===== config.mk =====
export PLATFORM = sky130hd
export DESIGN_NAME = escape_time_fractal_pixel_top
export DESIGN_NICKNAME = d
export VERILOG_FILES = /design/src/rtl/etf_pkg.sv /design/src/rtl/etf_cfg.sv /design/src/rtl/etf_mul.sv /design/src/rtl/etf_core.sv /design/src/rtl/escape_time_fractal_pixel_top.sv
export VERILOG_INCLUDE_DIRS = /design/src /design/src/rtl
export SDC_FILE = /design/constraint.sdc
export NUM_CORES = 2
export LEC_CHECK = 0
export BUFFER_PORTS_ARGS = -buffer_cell sky130_fd_sc_hd__buf_2
export CAP_MARGIN = 20
export CORE_ASPECT_RATIO = 2
export CORE_MARGIN = 5
export CORE_UTILIZATION = 25
export CTS_BUF_LIST = sky130_fd_sc_hd__clkbuf_16
export DETAILED_ROUTE_END_ITERATION = 10
export GPL_ROUTABILITY_DRIVEN = 0
export GPL_TIMING_DRIVEN = 0
export SETUP_SLACK_MARGIN = 0.3
export SYNTH_ARGS = -nofsm -noshare
export SYNTH_HDL_FRONTEND = slang
export SYNTH_SLANG_ARGS = --single-unit

===== constraint.sdc =====
create_clock -name clk -period 12.4 [get_ports clk]
set_input_delay 2.48 -clock clk [delete_from_list [all_inputs] [get_ports clk]]
set_output_delay 2.48 -clock clk [all_outputs]
set_load 0.005 [all_outputs]

===== src/rtl/escape_time_fractal_pixel_top_macros.svh =====
// ----------------------------------------------------------------------------
// Escape-time pixel engine: assertion macros
// Short forms for the clocked, reset-qualified properties of the engine.
// ----------------------------------------------------------------------------
`ifndef ESCAPE_TIME_FRACTAL_PIXEL_TOP_MACROS_SVH
`define ESCAPE_TIME_FRACTAL_PIXEL_TOP_MACROS_SVH

// same-cycle implication
`define ETF_ASSERT_IMP(lbl, ck, rstn, ante, cons, msg) \
  lbl: assert property (@(posedge ck) disable iff (!rstn) (ante) |-> (cons)) \
    else $error(msg);

// next-cycle implication
`define ETF_ASSERT_NXT(lbl, ck, rstn, ante, cons, msg) \
  lbl: assert property (@(posedge ck) disable iff (!rstn) (ante) |=> (cons)) \
    else $error(msg);

`endif


===== src/rtl/etf_pkg.sv =====
// ----------------------------------------------------------------------------
// Escape-time pixel engine package
// Widths, register map, configuration type and small helpers.
// ----------------------------------------------------------------------------
`default_nettype none

package etf_pkg;

  localparam int IMAGE_WIDTH = 1024;

  localparam int COORD_W   = 10;
  localparam int IN_W      = 32;          // Q8.24 input and constant width
  localparam int IDX_W     = 20;
  localparam int CNT_W     = 12;
  localparam int VAL_W     = 32;
  localparam int COL_W     = 24;
  localparam int GAIN_W    = 4;

  localparam int FRAC_BITS = 24;
  localparam int MAG_BITS  = 28;          // |re|, |im| >= 16 at scale 2^24
  localparam int ESC_BIT   = 56;          // re^2 + im^2 >= 256 at scale 2^48
  localparam int Z_W       = 38;          // running re, im (Q14.24 plus margin)
  localparam int MUL_W     = MAG_BITS + 1;
  localparam int PROD_W    = 2 * MUL_W;

  localparam int ADDR_W    = 5;
  localparam int DATA_W    = 32;

  // register indexes
  localparam logic [2:0] REG_C_RE   = 3'd0;
  localparam logic [2:0] REG_C_IM   = 3'd1;
  localparam logic [2:0] REG_MAX_IT = 3'd2;
  localparam logic [2:0] REG_MODE   = 3'd3;
  localparam logic [2:0] REG_GAIN   = 3'd4;
  localparam logic [2:0] REG_COLOUR = 3'd5;

  typedef struct packed {
    logic signed [IN_W-1:0]  c_re;
    logic signed [IN_W-1:0]  c_im;
    logic [CNT_W-1:0]        max_iters;
    logic                    formula_mode;
    logic [GAIN_W-1:0]       imag_gain;
    logic [COL_W-1:0]        colour_scale;
  } cfg_t;

  function automatic logic signed [Z_W-1:0] sext_z(input logic signed [IN_W-1:0] v);
    return {{(Z_W-IN_W){v[IN_W-1]}}, v};
  endfunction

  // true while |v| < 2^MAG_BITS
  function automatic logic in_range(input logic signed [Z_W-1:0] v);
    logic [Z_W-MAG_BITS-1:0] hi;
    hi = v[Z_W-1:MAG_BITS];
    return (hi == '0) || ((hi == '1) && (v[MAG_BITS-1:0] != '0));
  endfunction

endpackage

`default_nettype wire


===== src/rtl/etf_cfg.sv =====
// ----------------------------------------------------------------------------
// Escape-time pixel engine: register file
// APB-style write and read of the six configuration registers.
// ----------------------------------------------------------------------------
`default_nettype none

module etf_cfg (
  input  wire                          clk,
  input  wire                          rst_n,
  input  wire                          psel,
  input  wire                          penable,
  input  wire                          pwrite,
  input  wire [etf_pkg::ADDR_W-1:0]    paddr,
  input  wire [etf_pkg::DATA_W-1:0]    pwdata,
  output logic [etf_pkg::DATA_W-1:0]   prdata,
  output logic                         pready,
  output etf_pkg::cfg_t                cfg
);

  etf_pkg::cfg_t cfg_r, cfg_nxt;
  logic [2:0]    idx;
  logic          wr;

  assign idx    = paddr[etf_pkg::ADDR_W-1:2];
  assign pready = 1'b1;
  assign wr     = psel && penable && pwrite && pready;
  assign cfg    = cfg_r;

  always_comb begin
    cfg_nxt = cfg_r;
    if (wr) begin
      case (idx)
        etf_pkg::REG_C_RE:   cfg_nxt.c_re         = pwdata;
        etf_pkg::REG_C_IM:   cfg_nxt.c_im         = pwdata;
        etf_pkg::REG_MAX_IT: cfg_nxt.max_iters    = pwdata[etf_pkg::CNT_W-1:0];
        etf_pkg::REG_MODE:   cfg_nxt.formula_mode = pwdata[0];
        etf_pkg::REG_GAIN:   cfg_nxt.imag_gain    = pwdata[etf_pkg::GAIN_W-1:0];
        etf_pkg::REG_COLOUR: cfg_nxt.colour_scale = pwdata[etf_pkg::COL_W-1:0];
        default: ;
      endcase
    end
  end

  always_comb begin
    case (idx)
      etf_pkg::REG_C_RE:   prdata = cfg_r.c_re;
      etf_pkg::REG_C_IM:   prdata = cfg_r.c_im;
      etf_pkg::REG_MAX_IT: prdata = {{(etf_pkg::DATA_W-etf_pkg::CNT_W){1'b0}}, cfg_r.max_iters};
      etf_pkg::REG_MODE:   prdata = {{(etf_pkg::DATA_W-1){1'b0}}, cfg_r.formula_mode};
      etf_pkg::REG_GAIN:   prdata = {{(etf_pkg::DATA_W-etf_pkg::GAIN_W){1'b0}}, cfg_r.imag_gain};
      etf_pkg::REG_COLOUR: prdata = {{(etf_pkg::DATA_W-etf_pkg::COL_W){1'b0}},
                                     cfg_r.colour_scale};
      default:             prdata = '0;
    endcase
  end

  always_ff @(posedge clk) begin
    if (!rst_n) begin
      cfg_r.c_re         <= '0;
      cfg_r.c_im         <= '0;
      cfg_r.max_iters    <= etf_pkg::CNT_W'(50);
      cfg_r.formula_mode <= 1'b1;
      cfg_r.imag_gain    <= etf_pkg::GAIN_W'(2);
      cfg_r.colour_scale <= '0;
    end else begin
      cfg_r <= cfg_nxt;
    end
  end

endmodule

`default_nettype wire


===== src/rtl/etf_mul.sv =====
// ----------------------------------------------------------------------------
// Escape-time pixel engine: shared multiplier
// Signed multiplier with a registered product, one product per cycle.
// ----------------------------------------------------------------------------
`default_nettype none

module etf_mul (
  input  wire                                 clk,
  input  wire signed [etf_pkg::MUL_W-1:0]     a,
  input  wire signed [etf_pkg::MUL_W-1:0]     b,
  output logic signed [etf_pkg::PROD_W-1:0]   p
);

  logic signed [etf_pkg::PROD_W-1:0] p_r;

  assign p = p_r;

  always_ff @(posedge clk) begin
    p_r <= a * b;
  end

endmodule

`default_nettype wire


===== src/rtl/etf_core.sv =====
// ----------------------------------------------------------------------------
// Escape-time pixel engine: iteration sequencer
// Steps one pixel through the iteration with the shared multiplier and
// holds the finished word in an output register.
// ----------------------------------------------------------------------------
`default_nettype none

`include "escape_time_fractal_pixel_top_macros.svh"

module etf_core (
  input  wire                                  clk,
  input  wire                                  rst_n,
  input  wire etf_pkg::cfg_t                   cfg,
  input  wire                                  in_valid,
  output logic                                 in_ready,
  input  wire [etf_pkg::COORD_W-1:0]           pixel_x,
  input  wire [etf_pkg::COORD_W-1:0]           pixel_y,
  input  wire signed [etf_pkg::IN_W-1:0]       start_re,
  input  wire signed [etf_pkg::IN_W-1:0]       start_im,
  output logic                                 out_valid,
  input  wire                                  out_ready,
  output logic [etf_pkg::IDX_W-1:0]            pixel_index,
  output logic [etf_pkg::CNT_W-1:0]            iteration_count,
  output logic [etf_pkg::VAL_W-1:0]            pixel_value,
  output logic signed [etf_pkg::MUL_W-1:0]     mul_a,
  output logic signed [etf_pkg::MUL_W-1:0]     mul_b,
  input  wire signed [etf_pkg::PROD_W-1:0]     mul_p
);

  localparam int Z_W    = etf_pkg::Z_W;
  localparam int MUL_W  = etf_pkg::MUL_W;
  localparam int PROD_W = etf_pkg::PROD_W;
  localparam int CNT_W  = etf_pkg::CNT_W;
  localparam int IDX_W  = etf_pkg::IDX_W;
  localparam int XK_W   = PROD_W + etf_pkg::GAIN_W + 1;

  localparam logic [2:0] S_IDLE = 3'd0;
  localparam logic [2:0] S_CHK  = 3'd1;   // magnitude test, issue re*re
  localparam logic [2:0] S_SQI  = 3'd2;   // issue im*im
  localparam logic [2:0] S_XMUL = 3'd3;   // square-sum test, issue re*im
  localparam logic [2:0] S_UPD  = 3'd4;   // form the new z
  localparam logic [2:0] S_COL  = 3'd5;   // issue colour*count
  localparam logic [2:0] S_EMIT = 3'd6;

  logic [2:0]               state_r, state_nxt;
  logic signed [Z_W-1:0]    re_r, re_nxt, im_r, im_nxt;
  logic [CNT_W-1:0]         n_r, n_nxt, max_n_r, max_n_nxt;
  logic                     esc_r, esc_nxt;
  logic [IDX_W-1:0]         idx_r, idx_nxt;
  logic signed [PROD_W-1:0] re2_r, re2_nxt;

  logic                     out_valid_r, out_valid_nxt;
  logic [IDX_W-1:0]         out_idx_r, out_idx_nxt;
  logic [CNT_W-1:0]         out_cnt_r, out_cnt_nxt;
  logic [etf_pkg::VAL_W-1:0] out_val_r, out_val_nxt;

  logic [PROD_W-1:0]        sq_sum;
  logic signed [PROD_W-1:0] rsq, isq;
  logic signed [XK_W-1:0]   xk, xk_sh;
  logic signed [Z_W-1:0]    re_upd, im_upd;

  assign in_ready        = (state_r == S_IDLE);
  assign out_valid       = out_valid_r;
  assign pixel_index     = out_idx_r;
  assign iteration_count = out_cnt_r;
  assign pixel_value     = out_val_r;

  // squares are non-negative and below 2^56 each, so the sum cannot wrap
  assign sq_sum = $unsigned(re2_r) + $unsigned(mul_p);

  assign rsq   = re2_r >>> etf_pkg::FRAC_BITS;
  assign isq   = mul_p >>> etf_pkg::FRAC_BITS;
  assign xk    = mul_p * $signed({1'b0, cfg.imag_gain});
  assign xk_sh = xk >>> (etf_pkg::FRAC_BITS + 1);

  always_comb begin
    re_upd = cfg.formula_mode ? (rsq[Z_W-1:0] - isq[Z_W-1:0])
                              : (rsq[Z_W-1:0] + isq[Z_W-1:0]);
    re_upd = re_upd + etf_pkg::sext_z(cfg.c_re);
    im_upd = xk_sh[Z_W-1:0] + etf_pkg::sext_z(cfg.c_im);
  end

  always_comb begin
    state_nxt     = state_r;
    re_nxt        = re_r;
    im_nxt        = im_r;
    n_nxt         = n_r;
    max_n_nxt     = max_n_r;
    esc_nxt       = esc_r;
    idx_nxt       = idx_r;
    re2_nxt       = re2_r;
    out_valid_nxt = out_valid_r;
    out_idx_nxt   = out_idx_r;
    out_cnt_nxt   = out_cnt_r;
    out_val_nxt   = out_val_r;
    mul_a         = re_r[MUL_W-1:0];
    mul_b         = re_r[MUL_W-1:0];

    if (out_valid_r && out_ready) begin
      out_valid_nxt = 1'b0;
    end

    case (state_r)
      S_IDLE: begin
        if (in_valid) begin
          re_nxt    = etf_pkg::sext_z(start_re);
          im_nxt    = etf_pkg::sext_z(start_im);
          n_nxt     = '0;
          esc_nxt   = 1'b0;
          max_n_nxt = cfg.max_iters;
          idx_nxt   = IDX_W'(32'(pixel_x) + 32'(pixel_y) * etf_pkg::IMAGE_WIDTH);
          state_nxt = S_CHK;
        end
      end
      S_CHK: begin
        if (!etf_pkg::in_range(re_r) || !etf_pkg::in_range(im_r)) begin
          esc_nxt   = 1'b1;
          state_nxt = S_COL;
        end else begin
          state_nxt = S_SQI;
        end
      end
      S_SQI: begin
        re2_nxt   = mul_p;
        mul_a     = im_r[MUL_W-1:0];
        mul_b     = im_r[MUL_W-1:0];
        state_nxt = S_XMUL;
      end
      S_XMUL: begin
        mul_a = re_r[MUL_W-1:0];
        mul_b = im_r[MUL_W-1:0];
        if (sq_sum[PROD_W-1:etf_pkg::ESC_BIT] != '0) begin
          esc_nxt   = 1'b1;
          state_nxt = S_COL;
        end else if (n_r == max_n_r) begin
          state_nxt = S_COL;
        end else begin
          re2_nxt   = {{(PROD_W-Z_W){re_upd[Z_W-1]}}, re_upd};
          state_nxt = S_UPD;
        end
      end
      S_UPD: begin
        // re2_r now holds the new real part, mul_p the cross product
        re_nxt    = re2_r[Z_W-1:0];
        im_nxt    = im_upd;
        n_nxt     = n_r + CNT_W'(1);
        state_nxt = S_CHK;
      end
      S_COL, S_EMIT: begin
        mul_a = MUL_W'(cfg.colour_scale);
        mul_b = MUL_W'(n_r);
        if (state_r == S_COL) begin
          state_nxt = S_EMIT;
        end else if (!out_valid_r || out_ready) begin
          out_valid_nxt = 1'b1;
          out_idx_nxt   = idx_r;
          out_cnt_nxt   = n_r;
          out_val_nxt   = esc_r ? mul_p[etf_pkg::VAL_W-1:0] : '0;
          state_nxt     = S_IDLE;
        end
      end
      default: begin
        state_nxt = S_IDLE;
      end
    endcase
  end

  always_ff @(posedge clk) begin
    if (!rst_n) begin
      state_r     <= S_IDLE;
      out_valid_r <= 1'b0;
    end else begin
      state_r     <= state_nxt;
      out_valid_r <= out_valid_nxt;
    end
  end

  always_ff @(posedge clk) begin
    re_r      <= re_nxt;
    im_r      <= im_nxt;
    n_r       <= n_nxt;
    max_n_r   <= max_n_nxt;
    esc_r     <= esc_nxt;
    idx_r     <= idx_nxt;
    re2_r     <= re2_nxt;
    out_idx_r <= out_idx_nxt;
    out_cnt_r <= out_cnt_nxt;
    out_val_r <= out_val_nxt;
  end

  `ETF_ASSERT_NXT(a_accept_start, clk, rst_n, (state_r == S_IDLE) && in_valid, (state_r == S_CHK) && (n_r == '0), "accepted word did not start at count zero")
  `ETF_ASSERT_NXT(a_upd_step, clk, rst_n, state_r == S_UPD, (state_r == S_CHK) && (n_r == $past(n_r) + CNT_W'(1)), "update did not advance the count by one")
  `ETF_ASSERT_IMP(a_xmul_range, clk, rst_n, state_r == S_XMUL, etf_pkg::in_range(re_r) && etf_pkg::in_range(im_r), "squares taken of an escaped point")
  `ETF_ASSERT_IMP(a_limit_only, clk, rst_n, (state_r == S_EMIT) && !esc_r, n_r == max_n_r, "non-escaped pixel below the iteration limit")

endmodule

`default_nettype wire


===== src/rtl/escape_time_fractal_pixel_top.sv =====
// Each iteration steps through S_CHK, S_SQI, S_XMUL and S_UPD until the pixel
// escapes or reaches the limit; S_COL and S_EMIT then colour it and load the
// output word, waiting in S_EMIT while the last word is untaken. A new pixel
// is taken only in S_IDLE; one shared 29x29 multiplier takes re^2, im^2, re*im.
// Reset (rst_n low, synchronous) idles the sequencer, empties the output
// register and loads the register defaults.
// ----------------------------------------------------------------------------
// Escape-time pixel engine
// Julia-style escape-time iteration of one pixel per input word.
// ----------------------------------------------------------------------------
`default_nettype none

module escape_time_fractal_pixel_top (
  input  wire                          clk,
  input  wire                          rst_n,
  input  wire                          in_tvalid,
  output logic                         in_tready,
  // pixel_x[9:0], pixel_y[19:10], start_re[51:20], start_im[83:52], zero pad
  input  wire [87:0]                   in_tdata,
  output logic                         out_tvalid,
  input  wire                          out_tready,
  // pixel_index[19:0], iteration_count[31:20], pixel_value[63:32]
  output logic [63:0]                  out_tdata,
  input  wire                          cfg_psel,
  input  wire                          cfg_penable,
  input  wire                          cfg_pwrite,
  input  wire [etf_pkg::ADDR_W-1:0]    cfg_paddr,
  input  wire [etf_pkg::DATA_W-1:0]    cfg_pwdata,
  output logic [etf_pkg::DATA_W-1:0]   cfg_prdata,
  output logic                         cfg_pready
);

  etf_pkg::cfg_t                          cfg;
  logic signed [etf_pkg::MUL_W-1:0]       mul_a, mul_b;
  logic signed [etf_pkg::PROD_W-1:0]      mul_p;
  logic [etf_pkg::IDX_W-1:0]              pixel_index;
  logic [etf_pkg::CNT_W-1:0]              iteration_count;
  logic [etf_pkg::VAL_W-1:0]              pixel_value;

  etf_cfg u_cfg (
    .clk     (clk),
    .rst_n   (rst_n),
    .psel    (cfg_psel),
    .penable (cfg_penable),
    .pwrite  (cfg_pwrite),
    .paddr   (cfg_paddr),
    .pwdata  (cfg_pwdata),
    .prdata  (cfg_prdata),
    .pready  (cfg_pready),
    .cfg     (cfg)
  );

  etf_mul u_mul (
    .clk (clk),
    .a   (mul_a),
    .b   (mul_b),
    .p   (mul_p)
  );

  etf_core u_core (
    .clk             (clk),
    .rst_n           (rst_n),
    .cfg             (cfg),
    .in_valid        (in_tvalid),
    .in_ready        (in_tready),
    .pixel_x         (in_tdata[9:0]),
    .pixel_y         (in_tdata[19:10]),
    .start_re        (in_tdata[51:20]),
    .start_im        (in_tdata[83:52]),
    .out_valid       (out_tvalid),
    .out_ready       (out_tready),
    .pixel_index     (pixel_index),
    .iteration_count (iteration_count),
    .pixel_value     (pixel_value),
    .mul_a           (mul_a),
    .mul_b           (mul_b),
    .mul_p           (mul_p)
  );

  assign out_tdata = {pixel_value, iteration_count, pixel_index};

endmodule

`default_nettype wire

=== Yosys cells after proc, flatten, opt, wreduce, memory -nomap -nowiden ===
Cells that the tools add are included.

* Flip-flop bits (word level): 410
* Input bits: 132
* Output and inout port bits: 99
* Word-level logic and storage cells: 113

* $add $sub $neg: 7
* $mul: 2
* Equality and inequality tests: 20
* Mux-type cells: 28
* Bitwise operators: 1
* Reductions and logical operators: 36

{| class="wikitable"
|+ Operator list
! kind !! count
|-
| 32-bit one-hot mux with 6 select lines || 1
|-
| 38-bit one-hot mux with 2 select lines || 2
|-
| 58-bit 2-to-1 mux || 2
|-
| 29-bit one-hot mux with 2 select lines || 2
|-
| 58-bit one-hot mux with 2 select lines || 1
|-
| 38-bit 2-to-1 mux || 3
|-
| 58-bit by 5-bit multiplier with 63-bit output || 1
|-
| 58-bit adder || 1
|-
| 29-bit by 29-bit multiplier with 58-bit output || 1
|-
| 28-bit nonzero test || 2
|-
| 38-bit by 32-bit adder with 38-bit output || 1
|-
| 38-bit adder || 1
|-
| 34-bit by 34-bit adder with 35-bit output || 1
|-
| 34-bit by 34-bit subtractor with 35-bit output || 1
|-
| 12-bit one-hot mux with 2 select lines || 1
|-
| 10-bit by 20-bit adder with 20-bit output || 1
|-
| 10-bit equality test (second input constant) || 2
|-
| 10-bit zero test || 2
|-
| 3-bit one-hot mux with 6 select lines || 1
|-
| 2-bit AND reduction || 9
|-
| 3-bit equality test (second input constant) || 5
|-
| 3-bit 2-to-1 mux || 5
|-
| 12-bit by 1-bit adder with 12-bit output (second input constant) || 1
|-
| 12-bit equality test || 1
|-
| 18 further kinds || 46
|}

=== Logic depth before layout (Yosys ltp) ===
* Depth in word-level cells: 7
* Depth in mapped cells: 36
* Depth with buffers taken out: 33

=== By module ===
A second synthesis with hierarchy kept.

* Cell total of the unflattened synthesis: 6826
* Area, all modules: 62942.9 um^2

{| class="wikitable"
|+ By module, submodules not included
! module !! instances !! cells each !! area each (um^2) !! seq. area each (um^2)
|-
| etf_mul || 1 || 3452 || 32347.3 || 1161.1
|-
| etf_core || 1 || 2852 || 25712.2 || 7377.1
|-
| etf_cfg || 1 || 522 || 4883.4 || 2102.0
|}

=== Worst setup path after synthesis ===
Ideal clock, no wire load.

* Kind: register to register
* Start: reg u_core.state_r[1]
* End: reg u_mul.p_r, in the netlist u_mul.p[51]
* Library setup time: 72 ps
* Data arrival time: 8885 ps
* Required time: 12328 ps
* Setup slack: 3443 ps
* Stages on the path, launching flop included: 34
* Path buffers: 3
* Period minus slack after synthesis: 8957 ps
* Cells stage by stage: dfxtp_1 -> inv_2 -> nand2_1 -> a21boi_1 -> nor2_1 -> clkbuf_1 -> buf_1 -> a221oi_1 -> clkbuf_1 -> nor2_1 -> fa_1 -> fa_1 -> inv_1 -> fa_1 -> fa_1 -> inv_1 -> fa_1 -> fa_1 -> fa_1 -> inv_1 -> fa_1 -> inv_1 -> ha_1 -> a21o_1 -> a21o_1 -> a21oi_1 -> o21ai_1 -> a221o_1 -> a311o_1 -> a31oi_2 -> o21ai_2 -> a211o_1 -> a31oi_1 -> xnor2_1

* Cells in the longest elaborated chain, start to end: 4
* Elaborated cells on any way between the ends: 9
* Classes of those cells: mul (1); eq/ne (4); mux (2); reduce/logical (2)

{| class="wikitable"
|+ RTL lines
! what !! RTL line !! text
|-
| start: declaration || etf_core.sv:45 || <nowiki>logic [2:0] state_r, state_nxt;</nowiki>
|-
| start signal: assignment || etf_core.sv:173 || <nowiki>state_r <= state_nxt;</nowiki>
|-
| 3-bit equality test / 3-bit by 2-bit equality test with 1-bit output (equally long branches) || etf_core.sv:103 || <nowiki>case (state_r)</nowiki>
|-
| 2-bit OR reduction (on tied branches) || n/a ||
|-
| 29-bit one-hot mux with 2 select lines || etf_core.sv:103 ||
|-
| 29-bit by 29-bit multiplier with 58-bit output (*) || etf_mul.sv:19 || <nowiki>p_r <= a * b;</nowiki>
|-
| end signal: assignment || etf_mul.sv:19 ||
|-
| end: declaration || etf_mul.sv:14 || <nowiki>logic signed [etf_pkg::PROD_W-1:0] p_r;</nowiki>
|}

Every way passes the cells marked *; elsewhere a longest branch is shown, timed or not.
A chain may end at the register's enable or synchronous reset.

=== Final worst setup path ===
* Start: reg u_core.state_r[1]
* End: reg u_mul.p_r, in the netlist u_mul.p[54]

Same word-level chain as after synthesis.

==> metrics.txt <==
run status=finished with violations; failing checks=DRC; total die area=0.2563 sq mm; hold_sp=u_core.idx_r[1]; largest net degree at the start of global routing=63; Final Max Tran Viols=0; Initial Util=25.10%; die span in x=360.5 microns; number of global-route vias before repair=56.90k; total global-route track usage=23.02%; Final WS setup=0.3921 ns; Cells after Synth=6847; core area=0.2447 sq mm; total number of vias=53.61k; clk buf depth=3; nets=8796; CTS tree=done; Skew-Pair Late Insertion Delay=0.64 ns; GRT overflow=0; DRT iter0 DRCs=5255; drt total wl=298.4 mm; 1st-pass router iterations=11; Final HPWL DP=246.7 mm; Post-Layout Cell Count=10.49k; biggest area consumer among synthesized cells=fa_1; initial antenna violation count=57; unrepaired setup endpoints after global routing=yes; Critical Path AT=12.52 ns; Crit Path Max Fanout=10; Synth Warn #=0; Final Cycle Share=96.84%; most common library cells after synthesis=inv_1 (1171), fa_1 (1020), nand2_1 (931), nor2_1 (686), ha_1 (456); first-pass GRT wire length=415.8 mm; final setup vio count=0; Worst Path Required=12.91 ns; row count=257; placed insts=10.35k; routed wire length per instance=28.46 microns; H-tree levels=2; layout cells sized above 1=6.262%; most common cell in the synthesized netlist=inv_1; Worst setup EP type=register; Setup Slack @ Placement=0.3753 ns; DRC Markers=3; Worst Tran Pin Value=1.452 ns; critical path class=register to register; top_reg_cell synth=edfxtp_1; Hold EP=u_core.pixel_index[1]; Startpoint Class=register; Tmin final=12.01 ns; CTS Sinks=410; highest clock rate=0.08328 GHz; I/O pin count=231; Reg2Reg Capture Point=u_mul.p[54]; Worst Clk Skew=0.03538 ns; Netlist Area Pre-Place=0.06141 sq mm; net count after synthesis=8455; ranking of synthesized cells by area=fa_1 (33%), edfxtp_1 (12%), ha_1 (9.3%); setup TNS=0 ns; Slew HR=3.218%; Hold Path Depth=0; Die H=710.9 microns; Yosys reg bits=410; worst hold slack=0.4177 ns; Yosys top cell area share=33.25%; worst r2r path cells=34; detailed-route vias per instance=5.113; flop-to-flop setup slack=0.39 ns; root buf cell=clkbuf_16; Worst path max stage delay=0.89 ns; worst r2r src=u_core.state_r[1]; Slowest cell on crit path=clkbuf_1; Port Buf Inserts=219; most frequent CP cell=fa_1; max-capacitance violation count=0; Synth Area per Inst=8.969 sq um; Distinct cells, synth=94; Area Overhead vs Synth=12.91%; Final Hold Fails=0; antenna viol nets, final=0; worst hold path type=register to register; CTS buffer count=38; clock edge transition at the registers on the reported setup and hold paths=0.07 ns; filler instances=25.89k; register area share after synthesis=17.33%; Post-synth EDFFs=243; asr flop ratio synth=0%
## worst max-delay path: cells and delay by family, from the launching register on
family / cells / cell delay [ns]
buffers and inverters: 10 / 2.50
adders and majority gates: 9 / 4.64
xor gates and xnor gates: 1 / 0.33
AOI/OAI and AO/OA: 7 / 2.49
and+or+nand+nor: 7 / 1.57
DFF: 1 / 0.34
## flip-flops by register name (all words and copies together), names as in the netlist, 3 cells and up
name and count:
u_core.state_r 3, u_core.im_r 38, u_core.max_n_r 12, u_cfg.cfg 105, u_mul.p 58, u_core.re_r 38, u_core.re2_r 58, u_core.pixel_index 20
u_core.idx_r 20, u_core.pixel_value 32, u_core.iteration_count 12, u_core.n_r 12
## per-stage QoR
step	utilization, %	area (sq um)
2_1_floorplan	-	61410
3_3_place_gp	27.20	66560
3_5_place_dp	27.56	67440
4_1_cts	28.09	68730
5_1_grt	28.31	69270
6_report	28.34	69340
## cell usage in the layout (no fill, tap or decap), types with 229 or more instances in the layout
| cell type | instances |
|---|---|
| nand2_1 | 931 |
| nor2_1 | 686 |
| clkbuf_1 | 265 |
| fa_1 | 1020 |
| a21oi_1 | 246 |
| edfxtp_1 | 243 |
| ha_1 | 456 |
| and2_1 | 241 |
| buf_2 | 229 |
| inv_1 | 1176 |
## cell families (layout without fill, tap and decap cells)
group,count (synthesis),in the layout,synth area share [%]
other,1,32,0.006106
DFF,410,410,17.33
AOI/OAI and AO/OA,1012,1012,11.17
and+or+nand+nor,2164,2164,15.42
adders and majority gates,1476,1476,42.54
xor gates and xnor gates,252,252,3.594
muxes,51,51,0.8720
buffers and inverters,1481,1852,9.068
## worst max-delay path by stage
| stage | startpoint | end | slack, ns | depth (start not counted) |
|---|---|---|---|---|
| final | u_core.state_r[1] | u_mul.p[54] | 0.39 | 34 |
| after global routing | u_core.state_r[1] | u_mul.p[53] | 0.26 | 33 |
| after detailed placement | u_core.state_r[1] | u_mul.p[54] | 0.38 | 35 |
| after floorplan | u_core.state_r[1] | u_mul.p[51] | 3.44 | 33 |
| after CTS | u_core.state_r[1] | u_mul.p[54] | 0.35 | 35 |
| after global placement | u_core.state_r[1] | u_mul.p[53] | -1.28 | 32 |
## area by class of cell
| class | instances | area, sq um | share of cell area (%) |
|---|---|---|---|
| Multi-Input combinational cell | 4956 | 45440 | 65.54 |
| Sequential cell | 410 | 10640 | 15.35 |
| Inverter | 1173 | 4403 | 6.350 |
| Tap cell | 3237 | 4050 | 5.841 |
| Timing Repair Buffer | 302 | 2250 | 3.244 |
| Buffer | 307 | 1180 | 1.702 |
| Clock buffer | 38 | 950.9 | 1.371 |
| Clock inverter | 32 | 345.3 | 0.4980 |
| Antenna cell | 31 | 77.57 | 0.1119 |
## per-layer routing
metal / track usage (%) / vias to the layer above / part of all wire, % / wire length (microns)
met5: 0 / - / 0.074 / 220
met4: 24.21 / 26 / 15 / 46050
met3: 7.538 / 1637 / 9.5 / 28350
met2: 38.87 / 3339 / 46 / 138100
met1: 20.85 / 26184 / 29 / 85690
li1: - / 22428 / - / -
## what timing repair did
action / in CTS / in global routing
gates resized for setup: 0 / 34
hold buffers: 0 / 0
setup endpoints to repair: 0 / 11
setup buffers: 0 / 0
Power is left out: the tool's default activity adds up to more than one toggle a clock period on the data nets, which glitch-free logic cannot reach.
